--- config.mk ---
export PLATFORM = sky130hd
export DESIGN_NAME = keyed_keystream_cipher_checksum_unit
export DESIGN_NICKNAME = d
export VERILOG_FILES = /design/src/rtl/core/kkc_pkg.sv /design/src/rtl/core/keyed_keystream_cipher_checksum_unit.sv /design/src/rtl/core/kkc_front.sv /design/src/rtl/core/kkc_back.sv
export SDC_FILE = /design/constraint.sdc
export NUM_CORES = 2
export LEC_CHECK = 0
export ABC_AREA = 1
export BUFFER_PORTS_ARGS = -buffer_cell sky130_fd_sc_hd__buf_2
export CORE_UTILIZATION = 55
export DETAILED_ROUTE_END_ITERATION = 12
export PLACE_DENSITY = 0.71
export SLEW_MARGIN = 20
export SYNTH_ARGS = -nofsm -noshare
export SYNTH_HDL_FRONTEND = slang
export SYNTH_SLANG_ARGS = --single-unit
export TNS_END_PERCENT = 5
--- constraint.sdc ---
create_clock -name clock -period 8.7 [get_ports clock]
set_clock_uncertainty 0.2 [all_clocks]
set_input_delay 1.305 -clock clock [delete_from_list [all_inputs] [get_ports clock]]
set_output_delay 1.305 -clock clock [all_outputs]
set_load 0.005 [all_outputs]
--- src/rtl/core/kkc_pkg.sv ---
// Shared types, constants and the coefficient table for the keystream cipher.
// No dependencies; imported by kkc_front, kkc_back and the top level.
`default_nettype none

package kkc_pkg;

   localparam logic [31:0] KEY_MUL   = 32'd28454642;
   localparam logic [31:0] CURR_MUL  = 32'd38745674;
   localparam logic [31:0] KEY_RESET = 32'd1363;
   localparam logic [31:0] MULT_RESET =
      32'(64'(KEY_RESET) * 64'(KEY_MUL) + 64'(CURR_MUL) + 64'd1);

   localparam logic [3:0] POS_LAST = 4'd9;

   localparam logic [1:0] OP_ENC = 2'd0;
   localparam logic [1:0] OP_DEC = 2'd1;

   typedef enum logic [1:0] {
      CLS_ENC,
      CLS_DEC,
      CLS_PASS
   } cls_type;

   typedef struct packed {
      cls_type    op_class;
      logic [7:0] data;
      logic       last;
   } entry_type;

   function automatic logic [10:0] coef_of(input logic [3:0] pos);
      logic [10:0] c;
      case (pos)
         4'd1:    c = 11'd150;
         4'd2:    c = 11'd1020;
         4'd3:    c = 11'd800;
         4'd4:    c = 11'd330;
         4'd5:    c = 11'd1440;
         4'd6:    c = 11'd910;
         4'd7:    c = 11'd1080;
         4'd8:    c = 11'd240;
         4'd9:    c = 11'd760;
         default: c = 11'd500;
      endcase
      return c;
   endfunction

   // 2^8 == 1 mod 255: fold bytes, then one conditional subtract
   function automatic logic [7:0] mod255(input logic [31:0] v);
      logic [9:0] s1;
      logic [8:0] s2;
      s1 = 10'(v[7:0]) + 10'(v[15:8]) + 10'(v[23:16]) + 10'(v[31:24]);
      s2 = 9'(s1[7:0]) + 9'(s1[9:8]);
      if (s2 >= 9'd255) begin
         s2 = s2 - 9'd255;
      end
      return s2[7:0];
   endfunction

endpackage

`default_nettype wire

--- src/rtl/core/keyed_keystream_cipher_checksum_unit.sv ---
// Keyed keystream cipher with running checksum: one result beat per request beat.
// A beat passes the back end sequence: take, generator multiply, mod 255, sum.
// No new beat is taken before the last commits, which an output stall can hold.
// A queue of QUEUE_DEPTH entries accepts requests while the back end works.
// Synchronous reset: key 1363, generator reloaded, position and checksum cleared.
// Depends on kkc_pkg, kkc_front and kkc_back.
`default_nettype none

module keyed_keystream_cipher_checksum_unit #(
   parameter int QUEUE_DEPTH = 2
) (
   input  wire          clock,
   input  wire          reset,
   input  wire          req_valid,
   output logic         req_stall,
   input  wire  [1:0]   req_opcode,
   input  wire  [7:0]   req_data_in,
   input  wire          req_last_byte,
   output logic         rsp_valid,
   input  wire          rsp_stall,
   output logic [7:0]   rsp_data_out,
   output logic [31:0]  rsp_running_sum,
   output logic         rsp_is_last,
   input  wire          csr_valid,
   output logic         csr_ready,
   input  wire  [31:0]  csr_cipher_key
);
   import kkc_pkg::*;

   logic      q_valid;
   logic      q_take;
   entry_type q_head;

   kkc_front #(
      .DEPTH (QUEUE_DEPTH)
   ) u_front (
      .clock         (clock),
      .reset         (reset),
      .req_valid     (req_valid),
      .req_stall     (req_stall),
      .req_opcode    (req_opcode),
      .req_data_in   (req_data_in),
      .req_last_byte (req_last_byte),
      .q_valid       (q_valid),
      .q_head        (q_head),
      .q_take        (q_take)
   );

   kkc_back u_back (
      .clock           (clock),
      .reset           (reset),
      .q_valid         (q_valid),
      .q_head          (q_head),
      .q_take          (q_take),
      .csr_valid       (csr_valid),
      .csr_ready       (csr_ready),
      .csr_cipher_key  (csr_cipher_key),
      .rsp_valid       (rsp_valid),
      .rsp_stall       (rsp_stall),
      .rsp_data_out    (rsp_data_out),
      .rsp_running_sum (rsp_running_sum),
      .rsp_is_last     (rsp_is_last)
   );

endmodule

`default_nettype wire

--- src/rtl/core/kkc_front.sv ---
// Front end: accepts request beats, classifies the opcode, queues entries.
// Depends on kkc_pkg.
`default_nettype none

module kkc_front #(
   parameter int DEPTH = 2
) (
   input  wire                     clock,
   input  wire                     reset,
   input  wire                     req_valid,
   output logic                    req_stall,
   input  wire  [1:0]              req_opcode,
   input  wire  [7:0]              req_data_in,
   input  wire                     req_last_byte,
   output logic                    q_valid,
   output kkc_pkg::entry_type      q_head,
   input  wire                     q_take
);
   import kkc_pkg::*;

   localparam int PW = $clog2(DEPTH);
   localparam int CW = $clog2(DEPTH + 1);

   entry_type       mem_ff [DEPTH];
   logic [PW-1:0]   wr_ptr_ff, wr_ptr_in;
   logic [PW-1:0]   rd_ptr_ff, rd_ptr_in;
   logic [CW-1:0]   count_ff, count_in;
   logic            push;
   logic            pop;
   entry_type       new_entry;

   assign req_stall = (count_ff == CW'(DEPTH));
   assign push      = req_valid && !req_stall;
   assign pop       = q_take && q_valid;
   assign q_valid   = (count_ff != '0);
   assign q_head    = mem_ff[rd_ptr_ff];

   always_comb begin
      case (req_opcode)
         OP_ENC:  new_entry.op_class = CLS_ENC;
         OP_DEC:  new_entry.op_class = CLS_DEC;
         default: new_entry.op_class = CLS_PASS;
      endcase
      new_entry.data = req_data_in;
      new_entry.last = req_last_byte;
   end

   always_comb begin
      wr_ptr_in = wr_ptr_ff;
      rd_ptr_in = rd_ptr_ff;
      count_in  = count_ff;
      if (push) begin
         wr_ptr_in = (wr_ptr_ff == PW'(DEPTH - 1)) ? '0 : wr_ptr_ff + 1'b1;
      end
      if (pop) begin
         rd_ptr_in = (rd_ptr_ff == PW'(DEPTH - 1)) ? '0 : rd_ptr_ff + 1'b1;
      end
      if (push && !pop) begin
         count_in = count_ff + 1'b1;
      end else if (pop && !push) begin
         count_in = count_ff - 1'b1;
      end
   end

   always_ff @(posedge clock) begin
      if (reset) begin
         wr_ptr_ff <= '0;
         rd_ptr_ff <= '0;
         count_ff  <= '0;
      end else begin
         wr_ptr_ff <= wr_ptr_in;
         rd_ptr_ff <= rd_ptr_in;
         count_ff  <= count_in;
      end
   end

   always_ff @(posedge clock) begin
      if (push) begin
         mem_ff[wr_ptr_ff] <= new_entry;
      end
   end

   a_count_bound: assert property (@(posedge clock) disable iff (reset)
      count_ff <= CW'(DEPTH))
      else $error("queue count over depth");

   a_push_grows: assert property (@(posedge clock) disable iff (reset)
      push && !pop |=> count_ff == $past(count_ff) + 1'b1)
      else $error("queue count did not grow on push");

   a_pop_shrinks: assert property (@(posedge clock) disable iff (reset)
      pop && !push |=> count_ff == $past(count_ff) - 1'b1)
      else $error("queue count did not shrink on pop");

endmodule

`default_nettype wire

--- src/rtl/core/kkc_back.sv ---
// Back end: key register, keystream generator, checksum and result register.
// Depends on kkc_pkg; fed by kkc_front.
`default_nettype none

module kkc_back (
   input  wire                 clock,
   input  wire                 reset,
   input  wire                 q_valid,
   input  kkc_pkg::entry_type  q_head,
   output logic                q_take,
   input  wire                 csr_valid,
   output logic                csr_ready,
   input  wire  [31:0]         csr_cipher_key,
   output logic                rsp_valid,
   input  wire                 rsp_stall,
   output logic [7:0]          rsp_data_out,
   output logic [31:0]         rsp_running_sum,
   output logic                rsp_is_last
);
   import kkc_pkg::*;

   localparam logic [1:0] S_IDLE = 2'd0;
   localparam logic [1:0] S_MUL  = 2'd1;
   localparam logic [1:0] S_MOD  = 2'd2;
   localparam logic [1:0] S_SUM  = 2'd3;

   logic [1:0]  state_ff, state_in;
   logic [31:0] key_ff;
   logic [31:0] mult_ff;
   logic [31:0] gen_ff;
   logic [3:0]  pos_ff;
   logic [31:0] sum_ff;
   entry_type   item_ff;
   logic [7:0]  g_ff;
   logic        rsp_valid_ff;
   logic [7:0]  rsp_data_ff;
   logic [31:0] rsp_sum_ff;
   logic        rsp_last_ff;

   logic        csr_write;
   logic [31:0] key_prod;
   logic [31:0] gen_prod;
   logic [18:0] k;
   logic [7:0]  result;
   logic [31:0] sum_calc;
   logic [3:0]  pos_next;
   logic        out_free;
   logic        commit;

   assign csr_ready = (state_ff == S_IDLE) && !q_valid;
   assign csr_write = csr_valid && csr_ready;
   assign q_take    = (state_ff == S_IDLE) && q_valid;
   assign out_free  = !rsp_valid_ff || !rsp_stall;
   assign commit    = (state_ff == S_SUM) && out_free;

   assign key_prod = csr_cipher_key * KEY_MUL;
   assign gen_prod = gen_ff * mult_ff;
   assign k        = 19'(g_ff) * 19'(coef_of(pos_ff));
   assign sum_calc = sum_ff + {{24{item_ff.data[7]}}, item_ff.data} + 32'(k);
   assign pos_next = (pos_ff >= POS_LAST) ? 4'd0 : pos_ff + 4'd1;

   always_comb begin
      case (item_ff.op_class)
         CLS_ENC: result = item_ff.data + k[7:0];
         CLS_DEC: result = item_ff.data - k[7:0];
         default: result = item_ff.data;
      endcase
   end

   always_comb begin
      state_in = state_ff;
      case (state_ff)
         S_IDLE:  if (q_valid) state_in = S_MUL;
         S_MUL:   state_in = S_MOD;
         S_MOD:   state_in = S_SUM;
         S_SUM:   if (out_free) state_in = S_IDLE;
         default: state_in = S_IDLE;
      endcase
   end

   always_ff @(posedge clock) begin
      if (reset) begin
         state_ff     <= S_IDLE;
         key_ff       <= KEY_RESET;
         mult_ff      <= MULT_RESET;
         gen_ff       <= KEY_RESET;
         pos_ff       <= '0;
         sum_ff       <= '0;
         rsp_valid_ff <= 1'b0;
      end else begin
         state_ff <= state_in;
         if (csr_write) begin
            key_ff  <= csr_cipher_key;
            mult_ff <= key_prod + CURR_MUL + 32'd1;
            gen_ff  <= csr_cipher_key;
            pos_ff  <= '0;
            sum_ff  <= '0;
         end
         if (state_ff == S_MUL) begin
            gen_ff <= gen_prod;
         end
         if (commit) begin
            if (item_ff.last) begin
               gen_ff <= key_ff;
               pos_ff <= '0;
               sum_ff <= '0;
            end else begin
               pos_ff <= pos_next;
               sum_ff <= sum_calc;
            end
         end
         if (commit) begin
            rsp_valid_ff <= 1'b1;
         end else if (!rsp_stall) begin
            rsp_valid_ff <= 1'b0;
         end
      end
   end

   always_ff @(posedge clock) begin
      if (q_take) begin
         item_ff <= q_head;
      end
      if (state_ff == S_MOD) begin
         g_ff <= mod255(gen_ff);
      end
      if (commit) begin
         rsp_data_ff <= result;
         rsp_sum_ff  <= sum_calc;
         rsp_last_ff <= item_ff.last;
      end
   end

   assign rsp_valid       = rsp_valid_ff;
   assign rsp_data_out    = rsp_data_ff;
   assign rsp_running_sum = rsp_sum_ff;
   assign rsp_is_last     = rsp_last_ff;

   a_pos_range: assert property (@(posedge clock) disable iff (reset)
      pos_ff <= POS_LAST)
      else $error("position out of range");

   a_commit_shows: assert property (@(posedge clock) disable iff (reset)
      commit |=> rsp_valid_ff)
      else $error("committed beat not presented");

   a_csr_restart: assert property (@(posedge clock) disable iff (reset)
      csr_write |=> pos_ff == 4'd0 && sum_ff == 32'd0 && gen_ff == key_ff)
      else $error("key write did not restart message");

   a_last_restart: assert property (@(posedge clock) disable iff (reset)
      commit && item_ff.last |=> pos_ff == 4'd0 && sum_ff == 32'd0)
      else $error("last beat did not restart message");

endmodule

`default_nettype wire
Word level (Yosys, flattened, before mapping)
Memories as Yosys holds them, arrays and structs flattened. A register that Yosys moved wholly into a read port is not among the register bits.
Cells that the tools add are included.
{ "op_classes": {"n_addsub": 16, "eq_ne": 9, "magnitude_cmp": 2, "n_reduce_logical": 22, "mul": 3, "n_mux": 27} }
{ "ops": {"columns": ["cell", "n"], "rows": [
  ["32-bit 2-to-1 mux", 7],
  ["32-bit by 1-bit adder with 32-bit output, second input constant", 1],
  ["32-bit by 19-bit adder with 32-bit output", 1],
  ["32-bit by 26-bit adder with 32-bit output, second input constant", 1],
  ["32-bit adder", 1],
  ["32-bit by 24-bit multiplier with 31-bit output, second input constant", 1],
  ["32-bit by 32-bit multiplier with 32-bit output", 1],
  ["4-bit 2-to-1 mux", 6],
  ["10-bit by 8-bit adder with 10-bit output", 2],
  ["8-bit by 11-bit multiplier with 19-bit output", 1],
  ["8-bit case mux with 2 select lines", 1],
  ["8-bit by 2-bit adder with 9-bit output", 1],
  ["8-bit by 8-bit adder with 9-bit output", 1],
  ["9-bit by 8-bit greater-or-equal comparator with 1-bit output, second input constant", 1],
  ["8-bit adder", 1],
  ["1-bit logical AND", 8],
  ["2-bit 2-to-1 mux", 4],
  ["8-bit 2-to-1 mux", 1],
  ["2-bit case mux with 4 select lines", 1],
  ["8-bit subtractor", 1],
  ["8-bit subtractor, second input constant", 1],
  ["2-bit by 1-bit equality test with 1-bit output, second input constant", 3],
  ["2-bit equality test, second input constant", 3],
  ["1-bit zero test", 6],
  ["12 further kinds", 24]
]} }
{ "word_totals": {"inputBits": 48, "ramBits": 22, "ff_bits": 188, "romBits": 160, "mem_count": 2, "out_inout_bits": 44} }
{ "mem_list": {"columns": ["name", "depth", "width", "read_ports", "rd_ports_with_merged_regs", "write_ports", "line_no", "text"], "rows": [
  ["(no name shown)", 16, 10, 1, 1, 0, "kkc_pkg.sv:32", "case (pos)"],
  ["u_front.mem_ff", 2, 11, 1, 1, 1, "kkc_front.sv:24", "entry_type mem_ff [DEPTH];"]
]} }

Longest topological paths before layout
{ "depth": {"ltp_word": 8, "ltp_mapped": 39, "mapped_depth_nobuf": 38} }

Cells and area by module
Synthesis repeated with hierarchy kept, for this count alone.
{ "hier_totals": {"cells_unflattened": 5302, "area_unflattened_um2": 41135.7} }
{ "by_module_without_submodules": {"columns": ["module", "cells_per_inst", "area_each_um2", "instances", "seq_area_each_um2"], "rows": [
  ["kkc_back", 5228, 40088.4, 1, 4684.5],
  ["kkc_front", 74, 1047.3, 1, 760.7]
]} }

Worst setup path after synthesis
OpenSTA, ideal clock, no wires.
{ "synth_path": {"path_type": "register to register", "from": "register u_back.gen_ff[15]", "to": "register u_back.gen_ff[29]", "slack_ps": 1736, "t_required_ps": 8381, "arrival_time_ps": 6645, "stages_incl_launch_ff": 28, "synth_period_minus_slack_ps": 6964, "path_cell_list": "dfxtp_1 clkbuf_1 clkbuf_1 nand2_1 fa_1 inv_1 fa_1 fa_1 inv_1 fa_1 inv_1 fa_1 inv_1 fa_1 inv_1 fa_1 fa_1 ha_1 nand4_1 nor3_1 nand4_1 nand3_1 nand2_1 o211ai_1 a21oi_1 or2_2 nand3_1 a21oi_1"} }
{ "synth_via": {"elab_chain_cells": 4} }
{ "synth_rtl": {"columns": ["item", "line_no", "text"], "rows": [
  ["start, declared", "kkc_back.sv:30", "logic [31:0] gen_ff;"],
  ["start signal, assigned", "kkc_back.sv:95", "gen_ff <= csr_cipher_key;"],
  ["start signal, assigned", "kkc_back.sv:100", "gen_ff <= gen_prod;"],
  ["start signal, assigned", "kkc_back.sv:104", "gen_ff <= key_ff;"],
  ["32-bit by 32-bit multiplier with 32-bit output (*)", "kkc_back.sv:57", "assign gen_prod = gen_ff * mult_ff;"],
  ["32-bit 2-to-1 mux (*)", "kkc_back.sv:99", "if (state_ff == S_MUL) begin"],
  ["32-bit 2-to-1 mux", "kkc_back.sv:103", "if (item_ff.last) begin"],
  ["32-bit 2-to-1 mux (*)", "kkc_back.sv:102", "if (commit) begin"]
]} }
Mark *: on every way between the ends. The rest lies on a longest branch, timed or not.
A chain may end at the register's enable or synchronous reset.

Worst setup path after layout
{ "layout_path": {"from": "register u_back.mult_ff[12]", "to": "register u_back.gen_ff[29]"} }
{ "layout_via": {"elab_chain_cells": 4} }
{ "layout_rtl": {"columns": ["item", "line_no", "text"], "rows": [
  ["start, declared", "kkc_back.sv:29", "logic [31:0] mult_ff;"],
  ["start signal, assigned", "kkc_back.sv:94", "mult_ff <= key_prod + CURR_MUL + 32'd1;"],
  ["32-bit by 32-bit multiplier with 32-bit output (*)", "kkc_back.sv:57", null],
  ["32-bit 2-to-1 mux (*)", "kkc_back.sv:99", null],
  ["32-bit 2-to-1 mux", "kkc_back.sv:103", null],
  ["32-bit 2-to-1 mux (*)", "kkc_back.sv:102", null]
]} }
Marked as above.

==> results by group <==
Yosys
  – Largest family of logic cells by synthesized area: adder cells
  – Synth Net Count: ~6.5k
  – #FFs+latches synth: between 200 and 250
  – Post-synth EDFFs: 82
  – Mapped Area: between 40000 and 50000 um2
  – Post-synthesis sequential area ratio: 13.1%
  – Cell count after synthesis: 5351
  – Post-Syn Area per Cell: roughly 7.7 um2
  – Post-synthesis adder-cell area fraction: approximately 45%
  – Xor-xnor portion of the synthesized cell area: under 10%
  – Mux cell area share after synthesis: 0%
  – Post-synthesis simple-gate area fraction: 17.3%
  – Synth Area in Compound Gates: under 10%
  – Ys Warns: 0
  – Ys async rst share: 0%
  – Post-synth top flop: dfxtp_1
  – Library cells used by synthesis: 55

STA
  – Max-slew headroom: between 20% and 30%
  – Final hold vios: 0
  – Setup tns final: 0 ps
  – Setup ws final: 697 ps
  – Peak Freq: 125 MHz
  – RSZ-0062 raised after global routing: no
  – Final-report max-slew violation count: 0
  – Slew @ Worst Pin: between 1000 and 1500 ps
  – Post-route clock period utilization: roughly nine tenths
  – Hold slack final: about 260 ps
  – Crit path time final: 8000 ps
  – Final setup viols: 0

Place
  – HPWL after DPL: a little over 90000 um
  – Number of port buffers: slightly above 90
  – RD Place Congestion: between 0.9 and 1
  – Pre-CTS WS: ~730 ps

CTS
  – Max H-tree Level: 1
  – CTS tree: yes
  – Worst-skew pair later-pin latency: around 580 ps
  – Post-CTS resize count: 0
  – Cts bufs inserted: 26
  – Hold Buf Count CTS: 0
  – Clk sinks: 230
  – Root Driver: clkbuf_16
  – CTS clk-pin slew, worst paths: about 60 ps
  – Largest buffer count on any clock path: 3
  – Post-CTS Setup Repair Bufs: 0

Min path
  – Hold Path Stages: 2
  – Hold crit path type: reg2reg
  – Hold endpoint: u_back.key_ff[0]$_SDFFE_PP1P_
  – Hold Crit Start: u_back.key_ff[0]$_SDFFE_PP1P_

Final layout
  – Area growth, synth to finish: 5.80%
  – Share of layout cells above drive strength 1: between 5 and 6%
  – Most frequent cells in the layout: inv_1 (1481), nand2_1 (1319), fa_1 (677)
  – Filler Cell Count: ~6.9k
  – Most common cell after layout, fill and taps aside: inv_1
  – NumNets Final: roughly 6.5k

Global routing
  – Remaining global-route overflow: 0
  – Vias in the first global route: roughly 34k
  – Initial antenna violation count: 1
  – Total GRT Usage: between 20% and 30%
  – First-pass GRT wire length: roughly 180000 um
  – Pin count of the biggest net entering global routing: 75

Detailed routing
  – DR vias/cell: 5.23
  – Final ANT Viol Nets: 0
  – Drt total wl: roughly 110000 um
  – Residual DRC count: 0
  – Vias: around 33k
  – Routed wire per std cell: 17.4 um
  – Initial drt markers: roughly 2.2k
  – Initial DRT Pass Iterations: 6

Setup path
  – CP endpoint kind: flop
  – Setup CP Type: reg2reg
  – Worst Path Required: 8960 ps
  – Reg2Reg Setup Slack: ~700 ps
  – Reg-to-Reg End: u_back.gen_ff[29]$_SDFF_PP0_
  – R2R depth: 24
  – Critical Path AT: slightly above 8000 ps
  – Startpoint Class: flop
  – CP Max Fanout: 14
  – R2R Path Start: u_back.mult_ff[12]$_SDFFE_PP0P_

Floorplanning
  – DIE HEIGHT: ~280 um
  – Die W: 276 um
  – Core area: around 74000 um2
  – IO Pins: 92
  – Starting density of the core: a little under three fifths
  – Die Footprint: 76200 um2
  – Row cnt: 100

Run
  – MaxCap Viol Count: 0

Run status
  – Status: complete, no violations
-- worst max path at each step --
stage               slack, ps                       startpoint                            to  depth (start not counted)
floorplan                1740     u_back.gen_ff[15]$_SDFF_PP0_  u_back.gen_ff[29]$_SDFF_PP0_                         27
global placement          860  u_back.mult_ff[13]$_SDFFE_PP1P_  u_back.gen_ff[29]$_SDFF_PP0_                         24
detailed placement        730   u_back.mult_ff[8]$_SDFFE_PP0P_  u_back.gen_ff[29]$_SDFF_PP0_                         23
CTS                       700   u_back.mult_ff[8]$_SDFFE_PP0P_  u_back.gen_ff[29]$_SDFF_PP0_                         23
global route              430   u_back.mult_ff[2]$_SDFFE_PP0P_  u_back.gen_ff[29]$_SDFF_PP0_                         24
finish                    700  u_back.mult_ff[12]$_SDFFE_PP0P_  u_back.gen_ff[29]$_SDFF_PP0_                         24
-- flip-flops by register name (all words and copies together) (netlist names), named ones only --
name	count
u_back.gen_ff	32
u_back.key_ff	32
u_back.rsp_running_sum	32
u_back.sum_ff	32
u_back.mult_ff	31
u_front.mem_ff	22
u_back.item_ff	11
u_back.g_ff	8
u_back.rsp_data_out	8
u_back.pos_ff	4
u_back.state_ff	2
u_front.count_ff	2
u_back.rsp_is_last	1
u_back.rsp_valid	1
u_front.rd_ptr_ff	1
u_front.wr_ptr_ff	1
-- metrics by stage --
step / util (%) / instance area (um2) / std cells
after global routing: 58.8 / 43700 / 6340
after detailed placement: 57.6 / 42800 / 6292
after CTS: 58.8 / 43700 / 6340
after floorplan: - / 41300 / 5351
final: 58.8 / 43700 / 6341
after global placement: 57.6 / 42800 / 6292
-- cells in the mapped netlist, types with 2 or more instances --
cell	instances	share of area, %
nand4_1	34	0.52
buf_2	11	0.13
nand3_1	150	1.8
a211oi_1	2	0.036
ha_1	412	12
o211ai_1	13	0.24
a31oi_1	12	0.18
nor2_4	7	0.19
clkbuf_1	145	1.3
o21a_1	11	0.20
nand2_1	1320	12
or2_2	11	0.17
inv_1	1484	13
and2_1	5	0.076
a21boi_0	2	0.036
edfxtp_1	82	6.0
clkinv_1	5	0.045
o21ai_1	6	0.073
o21bai_1	14	0.25
xnor2_1	37	0.78
nor4_1	3	0.045
nand2_4	6	0.16
a2111oi_0	2	0.042
a21oi_1	271	3.3
nor2_1	134	1.2
a21o_1	8	0.15
nand3_2	5	0.12
buf_1	23	0.21
nand3b_1	11	0.20
o31ai_1	2	0.036
xor2_1	75	1.6
o21ai_0	145	1.8
dfxtp_1	148	7.2
nor3_1	12	0.15
nor2_2	5	0.076
nand2_2	24	0.36
inv_2	20	0.18
fa_1	677	33
-- logic make-up (layout without fill, tap and decap cells) --
family,after synthesis,after routing
AOI/OAI and AO/OA,498,498
xor gates and xnor gates,113,113
adders and majority gates,1089,1089
buffers and inverters,1688,1708
DFF,230,230
other,0,1
and+or+nand+nor,1733,1733
-- cell type report --
cell class | instances | area (um2) | area share (%)
clock buffers | 33 | 719 | 1.65
clock inverters | 15 | 180 | 0.412
diodes | 1 | 2.50 | 0.00573
well taps | 969 | 1210 | 2.77
flip-flops and latches | 230 | 5430 | 12.4
multi-input cells | 3433 | 29500 | 67.6
repair buffers | 151 | 956 | 2.19
inverters | 1509 | 5660 | 13.0
-- per-layer routing --
layer / vias to the layer above / global-route usage [%] / routed length, um
li1: 15800 / - / -
met3: 233 / 3.14 / 6870
met4: 0 / 10.5 / 4300
met2: 1055 / 53.3 / 55100
met5: - / 0 / 0
met1: 16100 / 37.5 / 44000
-- critical path, cell delays in order (launching register included) --
cell      delay (ps)
dfxtp_1         1090
buf_4            290
nand2_1           50
inv_1            100
fa_1             440
fa_1             400
fa_1             510
inv_1             70
fa_1             490
inv_1             60
fa_1             490
fa_1             550
fa_1             570
fa_1             440
ha_1             380
nand2_1          120
nor3_1           330
nand4_1          220
nand3_1          210
nand2_1           70
o211ai_1         210
a21oi_1          150
or2_2            290
nand3_1           80
a21oi_1           60
Power is left out: the tool's default activity adds up to more than one toggle a clock period on the data nets, which glitch-free logic cannot reach.
